--- src/hw/rtl/csem_pkg.sv ---
// Shared types and constants for the counting semaphore with timed waiters.
`default_nettype none

package csem_pkg;

   // Fixed field widths
   localparam int OP_BITS    = 2;
   localparam int ID_BITS    = 8;
   localparam int TICK_BITS  = 16;
   localparam int COUNT_BITS = 16;
   localparam int INIT_BITS  = 15;

   // Parameter defaults
   localparam int DEF_QUEUE_DEPTH    = 16;
   localparam int DEF_THREAD_ID_BITS = 8;

   // Count saturates here on a signal with no waiter
   localparam logic [COUNT_BITS-1:0] COUNT_MAX = 16'h7FFF;

   typedef enum logic [OP_BITS-1:0] {
      OP_WAIT   = 2'd0,
      OP_SIGNAL = 2'd1,
      OP_TICK   = 2'd2
   } op_type;

   typedef enum logic [2:0] {
      ST_IDLE,
      ST_EXEC,
      ST_SIG_RD,
      ST_TICK_EVAL,
      ST_TICK_DONE
   } state_type;

   typedef struct packed {
      logic                caller_blocked;
      logic                release_valid;
      logic [ID_BITS-1:0]  released_thread;
      logic                released_by_timeout;
      logic                queue_full_error;
      logic                last_result;
   } result_type;

   // Result push from the sequencer to the output register
   typedef struct packed {
      logic       valid;
      result_type result;
   } push_type;

   // Sequencer status for checking
   typedef struct packed {
      logic idle;
      logic count_neg;
      logic queue_empty;
   } status_type;

endpackage

`default_nettype wire

--- src/hw/rtl/csem_if.sv ---
// Request and response channel interfaces.
`default_nettype none

interface csem_req_if;
   logic                               valid;
   logic                               ready;
   logic [csem_pkg::OP_BITS-1:0]       operation;
   logic [csem_pkg::ID_BITS-1:0]       thread_id;
   logic [csem_pkg::TICK_BITS-1:0]     wait_ticks;

   modport source (output valid, output operation, output thread_id, output wait_ticks,
                   input ready);
   modport sink   (input valid, input operation, input thread_id, input wait_ticks,
                   output ready);
endinterface

interface csem_rsp_if;
   logic                               valid;
   logic                               ready;
   logic                               caller_blocked;
   logic                               release_valid;
   logic [csem_pkg::ID_BITS-1:0]       released_thread;
   logic                               released_by_timeout;
   logic                               queue_full_error;
   logic                               last_result;

   modport source (output valid, output caller_blocked, output release_valid,
                   output released_thread, output released_by_timeout,
                   output queue_full_error, output last_result, input ready);
   modport sink   (input valid, input caller_blocked, input release_valid,
                   input released_thread, input released_by_timeout,
                   input queue_full_error, input last_result, output ready);
endinterface

`default_nettype wire

--- src/hw/rtl/counting_semaphore_timed_wait.sv ---
// Top level: counting semaphore with timed waiters, output register and checks.
`default_nettype none

// One counting semaphore with a FIFO of up to QUEUE_DEPTH waiting threads, each with a
// timeout in ticks (0 waits forever). Requests are taken one at a time; req_chan.ready
// is high only while the sequencer is idle, and a finished response sits in an output
// register so the next request can be taken while it waits. A signal that releases a
// waiter reads the queue RAM first. A tick with waiters walks the queue through the
// single read and write port of the queue RAM, one entry per cycle unless a held output
// register stalls it; it emits one response per expired waiter, in queue order, plus
// none extra unless nothing expired. A response that is due while the output register
// is held by rsp_chan.ready low stalls the sequencer until it can be taken. A full-queue
// wait is flagged and changes nothing. Writing csr_write_data reloads the count and
// empties the queue; the user must see that it is written only while idle, as the
// block does not enforce this.
module counting_semaphore_timed_wait #(
   parameter int QUEUE_DEPTH    = csem_pkg::DEF_QUEUE_DEPTH,
   parameter int THREAD_ID_BITS = csem_pkg::DEF_THREAD_ID_BITS
) (
   input  wire logic                           clock,
   input  wire logic                           reset,
   csem_req_if.sink                            req_chan,
   csem_rsp_if.source                          rsp_chan,
   input  wire logic                           csr_write_enable,
   input  wire logic [csem_pkg::INIT_BITS-1:0] csr_write_data
);

   csem_pkg::push_type   push;
   csem_pkg::status_type status;
   csem_pkg::result_type rsp_data_ff, rsp_data_in;
   logic                 rsp_valid_ff, rsp_valid_in;
   logic                 can_push;

   csem_ctrl #(
      .QUEUE_DEPTH    (QUEUE_DEPTH),
      .THREAD_ID_BITS (THREAD_ID_BITS)
   ) u_ctrl (
      .clock            (clock),
      .reset            (reset),
      .req_chan         (req_chan),
      .csr_write_enable (csr_write_enable),
      .csr_write_data   (csr_write_data),
      .can_push         (can_push),
      .push_out         (push),
      .status           (status)
   );

   // Output register
   assign can_push = !rsp_valid_ff || rsp_chan.ready;

   always_comb begin
      rsp_valid_in = rsp_valid_ff;
      rsp_data_in  = rsp_data_ff;
      if (push.valid && can_push) begin
         rsp_valid_in = 1'b1;
         rsp_data_in  = push.result;
      end else if (rsp_chan.ready) begin
         rsp_valid_in = 1'b0;
      end
   end

   always_ff @(posedge clock) begin
      if (reset) begin
         rsp_valid_ff <= 1'b0;
      end else begin
         rsp_valid_ff <= rsp_valid_in;
      end
   end

   always_ff @(posedge clock) begin
      rsp_data_ff <= rsp_data_in;
   end

   assign rsp_chan.valid               = rsp_valid_ff;
   assign rsp_chan.caller_blocked      = rsp_data_ff.caller_blocked;
   assign rsp_chan.release_valid       = rsp_data_ff.release_valid;
   assign rsp_chan.released_thread     = rsp_data_ff.released_thread;
   assign rsp_chan.released_by_timeout = rsp_data_ff.released_by_timeout;
   assign rsp_chan.queue_full_error    = rsp_data_ff.queue_full_error;
   assign rsp_chan.last_result         = rsp_data_ff.last_result;

`ifndef SYNTHESIS
   // Between requests the count is negative exactly while waiters are queued
   a_count_tracks_queue: assert property (@(posedge clock) disable iff (reset)
      status.idle |-> (status.count_neg == !status.queue_empty))
      else $error("semaphore count sign disagrees with queue occupancy");

   // A taken request keeps the sequencer busy for at least the next cycle
   a_busy_after_accept: assert property (@(posedge clock) disable iff (reset)
      (req_chan.valid && req_chan.ready) |=> !req_chan.ready)
      else $error("request taken while previous request still in work");

   // Timeout flag only on a release, and a release never with a blocked caller
   a_release_flags: assert property (@(posedge clock) disable iff (reset)
      rsp_chan.valid |-> ((rsp_chan.release_valid || !rsp_chan.released_by_timeout) &&
                          !(rsp_chan.release_valid && rsp_chan.caller_blocked)))
      else $error("inconsistent release flags in response");
`endif

endmodule

`default_nettype wire

--- src/hw/rtl/csem_ram.sv ---
// Generic single-write, single-read RAM with registered read data.
`default_nettype none

module csem_ram #(
   parameter int WIDTH = 8,
   parameter int DEPTH = 16
) (
   input  wire logic                     clock,
   input  wire logic                     wr_en,
   input  wire logic [$clog2(DEPTH)-1:0] wr_addr,
   input  wire logic [WIDTH-1:0]         wr_data,
   input  wire logic                     rd_en,
   input  wire logic [$clog2(DEPTH)-1:0] rd_addr,
   output      logic [WIDTH-1:0]         rd_data
);

   logic [WIDTH-1:0] mem_ff [DEPTH];
   logic [WIDTH-1:0] rd_data_ff;

   always_ff @(posedge clock) begin
      if (wr_en) begin
         mem_ff[wr_addr] <= wr_data;
      end
      // read data holds while no read is issued
      if (rd_en) begin
         rd_data_ff <= mem_ff[rd_addr];
      end
   end

   assign rd_data = rd_data_ff;

endmodule

`default_nettype wire

--- src/hw/rtl/csem_ctrl.sv ---
// Sequencer: semaphore count, circular waiter queue and tick walk over the queue RAM.
`default_nettype none

module csem_ctrl #(
   parameter int QUEUE_DEPTH    = csem_pkg::DEF_QUEUE_DEPTH,
   parameter int THREAD_ID_BITS = csem_pkg::DEF_THREAD_ID_BITS
) (
   input  wire logic                            clock,
   input  wire logic                            reset,
   csem_req_if.sink                             req_chan,
   input  wire logic                            csr_write_enable,
   input  wire logic [csem_pkg::INIT_BITS-1:0]  csr_write_data,
   input  wire logic                            can_push,
   output csem_pkg::push_type                   push_out,
   output csem_pkg::status_type                 status
);

   localparam int PtrBits    = $clog2(QUEUE_DEPTH);
   localparam int TotalBits  = $clog2(QUEUE_DEPTH + 1);
   localparam int TickBits   = csem_pkg::TICK_BITS;
   localparam int CountBits  = csem_pkg::COUNT_BITS;
   localparam int IdBits     = csem_pkg::ID_BITS;
   localparam int IdWideBits = (THREAD_ID_BITS > IdBits) ? THREAD_ID_BITS : IdBits;
   localparam int EntryBits  = THREAD_ID_BITS + TickBits;

   // Advance a queue pointer with wrap at the queue depth
   function automatic logic [PtrBits-1:0] ptr_inc(input logic [PtrBits-1:0] p);
      logic [PtrBits-1:0] r;
      if (p == PtrBits'(QUEUE_DEPTH - 1)) begin
         r = '0;
      end else begin
         r = p + 1'b1;
      end
      return r;
   endfunction

   // Stored id back to the result field width
   function automatic logic [IdBits-1:0] id_out(input logic [THREAD_ID_BITS-1:0] x);
      logic [IdWideBits-1:0] w;
      w = IdWideBits'(x);
      return w[IdBits-1:0];
   endfunction

   // Request id kept to the stored width
   function automatic logic [THREAD_ID_BITS-1:0] id_in(input logic [IdBits-1:0] x);
      logic [IdWideBits-1:0] w;
      w = IdWideBits'(x);
      return w[THREAD_ID_BITS-1:0];
   endfunction

   csem_pkg::state_type              state_ff, state_in;
   csem_pkg::op_type                 op_ff, op_in;
   logic [THREAD_ID_BITS-1:0]        tid_ff, tid_in;
   logic [TickBits-1:0]              ticks_ff, ticks_in;
   logic signed [CountBits-1:0]      count_ff, count_in;
   logic [TotalBits-1:0]             total_ff, total_in;
   logic [PtrBits-1:0]               head_ff, head_in;
   logic [PtrBits-1:0]               tail_ff, tail_in;
   logic [PtrBits-1:0]               rd_ptr_ff, rd_ptr_in;
   logic [PtrBits-1:0]               wr_ptr_ff, wr_ptr_in;
   logic [TotalBits-1:0]             remain_ff, remain_in;
   logic                             pend_valid_ff, pend_valid_in;
   logic [THREAD_ID_BITS-1:0]        pend_id_ff, pend_id_in;

   logic                             ram_wr_en;
   logic [PtrBits-1:0]               ram_wr_addr;
   logic [EntryBits-1:0]             ram_wr_data;
   logic                             ram_rd_en;
   logic [PtrBits-1:0]               ram_rd_addr;
   logic [EntryBits-1:0]             ram_rd_data;

   logic [THREAD_ID_BITS-1:0]        ent_id;
   logic [TickBits-1:0]              ent_to;
   logic                             accept;
   logic                             count_pos;
   logic                             count_neg;
   logic                             queue_full;
   logic                             queue_empty;
   logic                             sig_release;
   logic                             expired;
   logic                             eval_stall;
   logic                             last_entry;

   // Waiter queue: {thread id, timeout} per entry
   csem_ram #(
      .WIDTH (EntryBits),
      .DEPTH (QUEUE_DEPTH)
   ) u_queue_ram (
      .clock   (clock),
      .wr_en   (ram_wr_en),
      .wr_addr (ram_wr_addr),
      .wr_data (ram_wr_data),
      .rd_en   (ram_rd_en),
      .rd_addr (ram_rd_addr),
      .rd_data (ram_rd_data)
   );

   // Shared decisions
   assign ent_id      = ram_rd_data[EntryBits-1:TickBits];
   assign ent_to      = ram_rd_data[TickBits-1:0];
   assign accept      = req_chan.valid && req_chan.ready;
   assign count_neg   = count_ff[CountBits-1];
   assign count_pos   = !count_neg && (count_ff != '0);
   assign queue_full  = (total_ff == TotalBits'(QUEUE_DEPTH));
   assign queue_empty = (total_ff == '0);
   assign sig_release = count_neg && !queue_empty;
   assign expired     = (ent_to == TickBits'(1));
   assign eval_stall  = expired && pend_valid_ff && !can_push;
   assign last_entry  = (remain_ff == TotalBits'(1));

   assign req_chan.ready = (state_ff == csem_pkg::ST_IDLE);

   assign status.idle        = (state_ff == csem_pkg::ST_IDLE);
   assign status.count_neg   = count_neg;
   assign status.queue_empty = queue_empty;

   // Next state
   always_comb begin
      state_in = state_ff;
      unique case (state_ff)
         csem_pkg::ST_IDLE: begin
            if (accept) state_in = csem_pkg::ST_EXEC;
         end
         csem_pkg::ST_EXEC: begin
            unique case (op_ff)
               csem_pkg::OP_SIGNAL: begin
                  if (sig_release) state_in = csem_pkg::ST_SIG_RD;
                  else if (can_push) state_in = csem_pkg::ST_IDLE;
               end
               csem_pkg::OP_TICK: begin
                  if (!queue_empty) state_in = csem_pkg::ST_TICK_EVAL;
                  else if (can_push) state_in = csem_pkg::ST_IDLE;
               end
               default: begin
                  if (can_push) state_in = csem_pkg::ST_IDLE;
               end
            endcase
         end
         csem_pkg::ST_SIG_RD: begin
            if (can_push) state_in = csem_pkg::ST_IDLE;
         end
         csem_pkg::ST_TICK_EVAL: begin
            if (!eval_stall && last_entry) state_in = csem_pkg::ST_TICK_DONE;
         end
         csem_pkg::ST_TICK_DONE: begin
            if (can_push) state_in = csem_pkg::ST_IDLE;
         end
         default: state_in = csem_pkg::ST_IDLE;
      endcase
   end

   // Outputs: result push and queue RAM control
   always_comb begin
      push_out    = '0;
      ram_rd_en   = 1'b0;
      ram_rd_addr = head_ff;
      ram_wr_en   = 1'b0;
      ram_wr_addr = tail_ff;
      ram_wr_data = {tid_ff, ticks_ff};
      unique case (state_ff)
         csem_pkg::ST_EXEC: begin
            unique case (op_ff)
               csem_pkg::OP_WAIT: begin
                  push_out.valid              = 1'b1;
                  push_out.result.last_result = 1'b1;
                  if (!count_pos) begin
                     if (queue_full) begin
                        push_out.result.queue_full_error = 1'b1;
                     end else begin
                        push_out.result.caller_blocked = 1'b1;
                        ram_wr_en                      = can_push;
                     end
                  end
               end
               csem_pkg::OP_SIGNAL: begin
                  if (sig_release) begin
                     ram_rd_en = 1'b1;
                  end else begin
                     push_out.valid              = 1'b1;
                     push_out.result.last_result = 1'b1;
                  end
               end
               csem_pkg::OP_TICK: begin
                  if (!queue_empty) begin
                     ram_rd_en = 1'b1;
                  end else begin
                     push_out.valid              = 1'b1;
                     push_out.result.last_result = 1'b1;
                  end
               end
               default: begin
                  push_out.valid              = 1'b1;
                  push_out.result.last_result = 1'b1;
               end
            endcase
         end
         csem_pkg::ST_SIG_RD: begin
            push_out.valid                  = 1'b1;
            push_out.result.release_valid   = 1'b1;
            push_out.result.released_thread = id_out(ent_id);
            push_out.result.last_result     = 1'b1;
         end
         csem_pkg::ST_TICK_EVAL: begin
            if (!eval_stall) begin
               if (expired) begin
                  // previous expiry is now known not to be the last one
                  push_out.valid                      = pend_valid_ff;
                  push_out.result.release_valid       = 1'b1;
                  push_out.result.released_thread     = id_out(pend_id_ff);
                  push_out.result.released_by_timeout = 1'b1;
               end else begin
                  // compact the surviving entry with its decremented timeout (a zero timeout stays zero)
                  ram_wr_en   = 1'b1;
                  ram_wr_addr = wr_ptr_ff;
                  ram_wr_data = {ent_id, (ent_to == '0) ? ent_to : ent_to - 1'b1};
               end
               if (!last_entry) begin
                  ram_rd_en   = 1'b1;
                  ram_rd_addr = ptr_inc(rd_ptr_ff);
               end
            end
         end
         csem_pkg::ST_TICK_DONE: begin
            push_out.valid              = 1'b1;
            push_out.result.last_result = 1'b1;
            if (pend_valid_ff) begin
               push_out.result.release_valid       = 1'b1;
               push_out.result.released_thread     = id_out(pend_id_ff);
               push_out.result.released_by_timeout = 1'b1;
            end
         end
         default: begin
         end
      endcase
   end

   // Datapath next values
   always_comb begin
      op_in         = op_ff;
      tid_in        = tid_ff;
      ticks_in      = ticks_ff;
      count_in      = count_ff;
      total_in      = total_ff;
      head_in       = head_ff;
      tail_in       = tail_ff;
      rd_ptr_in     = rd_ptr_ff;
      wr_ptr_in     = wr_ptr_ff;
      remain_in     = remain_ff;
      pend_valid_in = pend_valid_ff;
      pend_id_in    = pend_id_ff;
      unique case (state_ff)
         csem_pkg::ST_IDLE: begin
            if (accept) begin
               op_in    = csem_pkg::op_type'(req_chan.operation);
               tid_in   = id_in(req_chan.thread_id);
               ticks_in = req_chan.wait_ticks;
            end
         end
         csem_pkg::ST_EXEC: begin
            unique case (op_ff)
               csem_pkg::OP_WAIT: begin
                  if (can_push) begin
                     if (count_pos) begin
                        count_in = count_ff - 1'b1;
                     end else if (!queue_full) begin
                        count_in = count_ff - 1'b1;
                        total_in = total_ff + 1'b1;
                        tail_in  = ptr_inc(tail_ff);
                     end
                  end
               end
               csem_pkg::OP_SIGNAL: begin
                  if (!sig_release && can_push && (count_ff != csem_pkg::COUNT_MAX)) begin
                     count_in = count_ff + 1'b1;
                  end
               end
               csem_pkg::OP_TICK: begin
                  rd_ptr_in     = head_ff;
                  wr_ptr_in     = head_ff;
                  remain_in     = total_ff;
                  pend_valid_in = 1'b0;
               end
               default: begin
               end
            endcase
         end
         csem_pkg::ST_SIG_RD: begin
            if (can_push) begin
               head_in  = ptr_inc(head_ff);
               total_in = total_ff - 1'b1;
               count_in = count_ff + 1'b1;
            end
         end
         csem_pkg::ST_TICK_EVAL: begin
            if (!eval_stall) begin
               rd_ptr_in = ptr_inc(rd_ptr_ff);
               remain_in = remain_ff - 1'b1;
               if (expired) begin
                  pend_valid_in = 1'b1;
                  pend_id_in    = ent_id;
                  total_in      = total_ff - 1'b1;
                  count_in      = count_ff + 1'b1;
               end else begin
                  wr_ptr_in = ptr_inc(wr_ptr_ff);
               end
            end
         end
         csem_pkg::ST_TICK_DONE: begin
            if (can_push) tail_in = wr_ptr_ff;
         end
         default: begin
         end
      endcase
      // register write reloads the count and empties the queue
      if (csr_write_enable) begin
         count_in = CountBits'(csr_write_data);
         total_in = '0;
         head_in  = '0;
         tail_in  = '0;
      end
   end

   // Control registers
   always_ff @(posedge clock) begin
      if (reset) begin
         state_ff      <= csem_pkg::ST_IDLE;
         count_ff      <= '0;
         total_ff      <= '0;
         head_ff       <= '0;
         tail_ff       <= '0;
         pend_valid_ff <= 1'b0;
      end else begin
         state_ff      <= state_in;
         count_ff      <= count_in;
         total_ff      <= total_in;
         head_ff       <= head_in;
         tail_ff       <= tail_in;
         pend_valid_ff <= pend_valid_in;
      end
   end

   // Payload registers
   always_ff @(posedge clock) begin
      op_ff      <= op_in;
      tid_ff     <= tid_in;
      ticks_ff   <= ticks_in;
      rd_ptr_ff  <= rd_ptr_in;
      wr_ptr_ff  <= wr_ptr_in;
      remain_ff  <= remain_in;
      pend_id_ff <= pend_id_in;
   end

endmodule

`default_nettype wire
--- src/flat_wrapper.sv ---
// flat-port wrapper written by rule: the top's interface ports become plain ports
module counting_semaphore_timed_wait_flat 
#(
   parameter int QUEUE_DEPTH    = csem_pkg::DEF_QUEUE_DEPTH,
   parameter int THREAD_ID_BITS = csem_pkg::DEF_THREAD_ID_BITS
)
  (clock, reset, csr_write_enable, csr_write_data, req_chan_valid, req_chan_operation, req_chan_thread_id, req_chan_wait_ticks, req_chan_ready, rsp_chan_valid, rsp_chan_caller_blocked, rsp_chan_release_valid, rsp_chan_released_thread, rsp_chan_released_by_timeout, rsp_chan_queue_full_error, rsp_chan_last_result, rsp_chan_ready);
  csem_req_if req_chan_i ();
  csem_rsp_if rsp_chan_i ();
  input  wire logic clock;
  input  wire logic reset;
  input  wire logic csr_write_enable;
  input  wire logic [csem_pkg::INIT_BITS-1:0] csr_write_data;
  input wire logic [$bits(req_chan_i.valid)-1:0] req_chan_valid;
  input wire logic [$bits(req_chan_i.operation)-1:0] req_chan_operation;
  input wire logic [$bits(req_chan_i.thread_id)-1:0] req_chan_thread_id;
  input wire logic [$bits(req_chan_i.wait_ticks)-1:0] req_chan_wait_ticks;
  output wire logic [$bits(req_chan_i.ready)-1:0] req_chan_ready;
  output wire logic [$bits(rsp_chan_i.valid)-1:0] rsp_chan_valid;
  output wire logic [$bits(rsp_chan_i.caller_blocked)-1:0] rsp_chan_caller_blocked;
  output wire logic [$bits(rsp_chan_i.release_valid)-1:0] rsp_chan_release_valid;
  output wire logic [$bits(rsp_chan_i.released_thread)-1:0] rsp_chan_released_thread;
  output wire logic [$bits(rsp_chan_i.released_by_timeout)-1:0] rsp_chan_released_by_timeout;
  output wire logic [$bits(rsp_chan_i.queue_full_error)-1:0] rsp_chan_queue_full_error;
  output wire logic [$bits(rsp_chan_i.last_result)-1:0] rsp_chan_last_result;
  input wire logic [$bits(rsp_chan_i.ready)-1:0] rsp_chan_ready;
  assign req_chan_i.valid = req_chan_valid;
  assign req_chan_i.operation = req_chan_operation;
  assign req_chan_i.thread_id = req_chan_thread_id;
  assign req_chan_i.wait_ticks = req_chan_wait_ticks;
  assign req_chan_ready = req_chan_i.ready;
  assign rsp_chan_valid = rsp_chan_i.valid;
  assign rsp_chan_caller_blocked = rsp_chan_i.caller_blocked;
  assign rsp_chan_release_valid = rsp_chan_i.release_valid;
  assign rsp_chan_released_thread = rsp_chan_i.released_thread;
  assign rsp_chan_released_by_timeout = rsp_chan_i.released_by_timeout;
  assign rsp_chan_queue_full_error = rsp_chan_i.queue_full_error;
  assign rsp_chan_last_result = rsp_chan_i.last_result;
  assign rsp_chan_i.ready = rsp_chan_ready;
  counting_semaphore_timed_wait #(.QUEUE_DEPTH(QUEUE_DEPTH), .THREAD_ID_BITS(THREAD_ID_BITS)) u_core (.clock(clock), .reset(reset), .req_chan(req_chan_i), .rsp_chan(rsp_chan_i), .csr_write_enable(csr_write_enable), .csr_write_data(csr_write_data));
endmodule
--- config.mk ---
export PLATFORM = sky130hd
export DESIGN_NAME = counting_semaphore_timed_wait_flat
export DESIGN_NICKNAME = d
export VERILOG_FILES = /design/src/hw/rtl/csem_pkg.sv /design/src/hw/rtl/csem_if.sv /design/src/hw/rtl/counting_semaphore_timed_wait.sv /design/src/hw/rtl/csem_ram.sv /design/src/hw/rtl/csem_ctrl.sv /design/src/flat_wrapper.sv
export SDC_FILE = /design/constraint.sdc
export NUM_CORES = 1
export LEC_CHECK = 0
export BUFFER_PORTS_ARGS = -buffer_cell sky130_fd_sc_hd__buf_2
export CORE_AREA = 2 2 197 199
export DETAILED_ROUTE_END_ITERATION = 7
export DIE_AREA = 0 0 199 201
export GPL_TIMING_DRIVEN = 0
export PLACE_DENSITY_LB_ADDON = 0.1
export SLEW_MARGIN = 0
export SYNTH_ARGS = -nofsm -noshare
export SYNTH_HDL_FRONTEND = slang
export SYNTH_HIERARCHICAL = 1
export SYNTH_SLANG_ARGS = --single-unit
--- constraint.sdc ---
create_clock -name clock -period 5.9 [get_ports clock]
set_input_delay 0.59 -clock clock [delete_from_list [all_inputs] [get_ports clock]]
set_output_delay 0.59 -clock clock [all_outputs]
set_load 0.03 [all_outputs]
==> metrics.txt <==
Sink Count 502; reg-to-reg startpoint u_core/u_ctrl/u_queue_ram/rd_data[2]; Setup-failing EPs final 0; FP Rows 72; Arr. time, crit path 4880 ps; fin crit share 77.5%; routed len/inst 25.7 microns; Initial Util 54.0%; GRT Resource Usage Total 25.4%; IO Pins 61; GPL Wtd Cong 0.866; 1st-iter DRT viols 886; Worst Reg-to-Reg Cells 8; internal reg-to-reg setup slack 1330 ps; PortBufs 60; TritonCTS Buffers 52; post-CTS setup buffer count 0; root buf cell clkbuf_16; Tmin final 4570 ps; post-synthesis cell area 0.0206 sq mm; YS warnings 6; Worst-path clk slew 60 ps; CTS max path bufs 3; Hold Path Cell Cnt 1; antenna fix cells 0; final wirelength 49.2 mm; grt ovf 0; die height 201 microns; Worst Hold End u_core/u_ctrl/tid_ff[2]; first-pass GRT wire length 72.8 mm; fin util 62.3%; via count 11658; H-Tree Depth 2; skew final 23.1 ps; Worst VDD drop 0.232 mV; crit path kind reg2reg; vias in the first global route 11468; P&R area growth vs syn 15.4%; min-delay src req_chan_thread_id[2]; Worst setup EP type register; Critical Path Fanout Max 10; DP Cell Count 1813; Power Density 310 mW/mm^2; synthesized instance count 1207; post-CTS sizing 0; Final Max Slew Viols 0; Slew HR 26.4%; die footprint 0.0400 sq mm; largest net degree at the start of global routing 25; Residual DRC 0; syn_nets 1270; final hold vios 0; Final Cell Area 0.0237 sq mm; initial antenna violation count 0; static leakage 7.67 nW; share of cells above drive strength 1 23.1%; nets@finish 1412; maxcap violations 0; setup repair after global routing missed its margin false; CP Launch Type register; status finished clean; Critical Path RT 6210 ps; CTS tree built; Post-CTS Hold Fix Bufs 0; actual slew at the worst max-slew pin 1100 ps; drt first pass iters 5; Fmax 0.219 GHz; area post-placement 0.0221 sq mm; ANT nets after route 0; DPL Wire Length 31.5 mm; Die X 199 microns; Avg Inst Size Synth 17.0 sq um; HP Class in2reg; final cell count without fillers 1910; Hold WS 155 ps; R2R Path End u_core/u_ctrl/u_queue_ram/mem_ff[0][3]; core area 0.0381 sq mm; vias per cell 6.10; Clock Latency Late Sink 610 ps
flip-flops by register name (all words and copies together), names as in the netlist, 8 cells and up:
| register | count |
|---|---|
| u_core/u_ctrl/u_queue_ram/rd_data | 24 |
| u_core/u_ctrl/ticks_ff | 16 |
| u_core/rsp_chan.released_thread | 8 |
| u_core/u_ctrl/pend_id_ff | 8 |
| u_core/u_ctrl/tid_ff | 8 |
| u_core/u_ctrl/u_queue_ram/mem_ff | 384 |
| u_core/u_ctrl/count_ff | 16 |
layout by cell type, fill, tap and decap left out, drive strengths merged, types with 8 or more instances in the layout:
cell type	n
a211oi	13
a21oi	26
a22o	8
a22oi	49
a311oi	9
buf	107
clkbuf	103
clkinv	26
dfxtp	34
edfxtp	468
ha	16
inv	21
mux2	9
mux4	96
nand2	107
nand3	21
nand4	8
nor2	61
nor3	15
nor4	12
o21ai	41
or3	11
xnor2	24
xor2	9
stage by stage:
step | setup WS (ps) | total power [W] | TNS, ps
3_3_place_gp | -1500 | 0.00424 | -138300
6_report | 1330 | 0.00736 | 0
2_1_floorplan | 1390 | 0.00416 | 0
5_1_grt | 1240 | 0.00759 | 0
4_1_cts | 1420 | 0.00743 | 0
3_5_place_dp | 1430 | 0.00425 | 0
metal layers:
metal | vias to the layer above | track usage, % | share of wire [%] | routed length (microns)
li1 | 5142 | - | - | -
met1 | 5995 | 36.8 | 43 | 20900
met2 | 450 | 39.8 | 48 | 23400
met3 | 71 | 4.45 | 7.4 | 3660
met4 | 0 | 8.00 | 2.3 | 1150
met5 | - | 0 | 0 | 0
worst max path at each step:
stage / from / to / slack (ps)
after CTS: u_core/u_ctrl/u_queue_ram/rd_data[2] / u_core/u_ctrl/u_queue_ram/mem_ff[0][3] / 1420
after detailed placement: u_core/u_ctrl/u_queue_ram/rd_data[2] / u_core/u_ctrl/u_queue_ram/mem_ff[0][22] / 1430
after global routing: u_core/u_ctrl/u_queue_ram/rd_data[2] / u_core/u_ctrl/u_queue_ram/mem_ff[0][3] / 1240
after floorplan: u_core/u_ctrl/state_ff[0] / u_core/u_ctrl/u_queue_ram/mem_ff[0][0] / 1390
final: u_core/u_ctrl/u_queue_ram/rd_data[2] / u_core/u_ctrl/u_queue_ram/mem_ff[0][3] / 1330
after global placement: u_core/u_ctrl/u_queue_ram/rd_data[2] / u_core/u_ctrl/u_queue_ram/mem_ff[12][3] / -1500
where the power goes:
group | switching (W) | leakage (nW) | total, W | internal (W)
Combinational | 0.000153 | 2.35 | 0.000222 | 0.0000693
Sequential | 0.0000234 | 4.51 | 0.00395 | 0.00393
Clock | 0.00134 | 0.812 | 0.00319 | 0.00184
Total | 0.00152 | 7.67 | 0.00736 | 0.00584
worst max-delay path: stages, from the launching register on:
cell	delay, ps
edfxtp_1	450
nor4_2	500
nand4_1	420
nand2_1	380
clkbuf_1	600
mux2_2	450
or3b_2	600
nor3_2	610
buf_6	260
cell type report:
class / count / area, sq um
flip-flops and latches: 502 / 14700
clock inverters: 34 / 315
well taps: 518 / 648
plain buffers: 59 / 284
multi-input cells: 626 / 5590
inverters: 20 / 75.1
fillers: 2775 / 14400
clock buffers: 63 / 1340
repair buffers: 88 / 748
No activity file was read; power rests on OpenSTA's default activity.
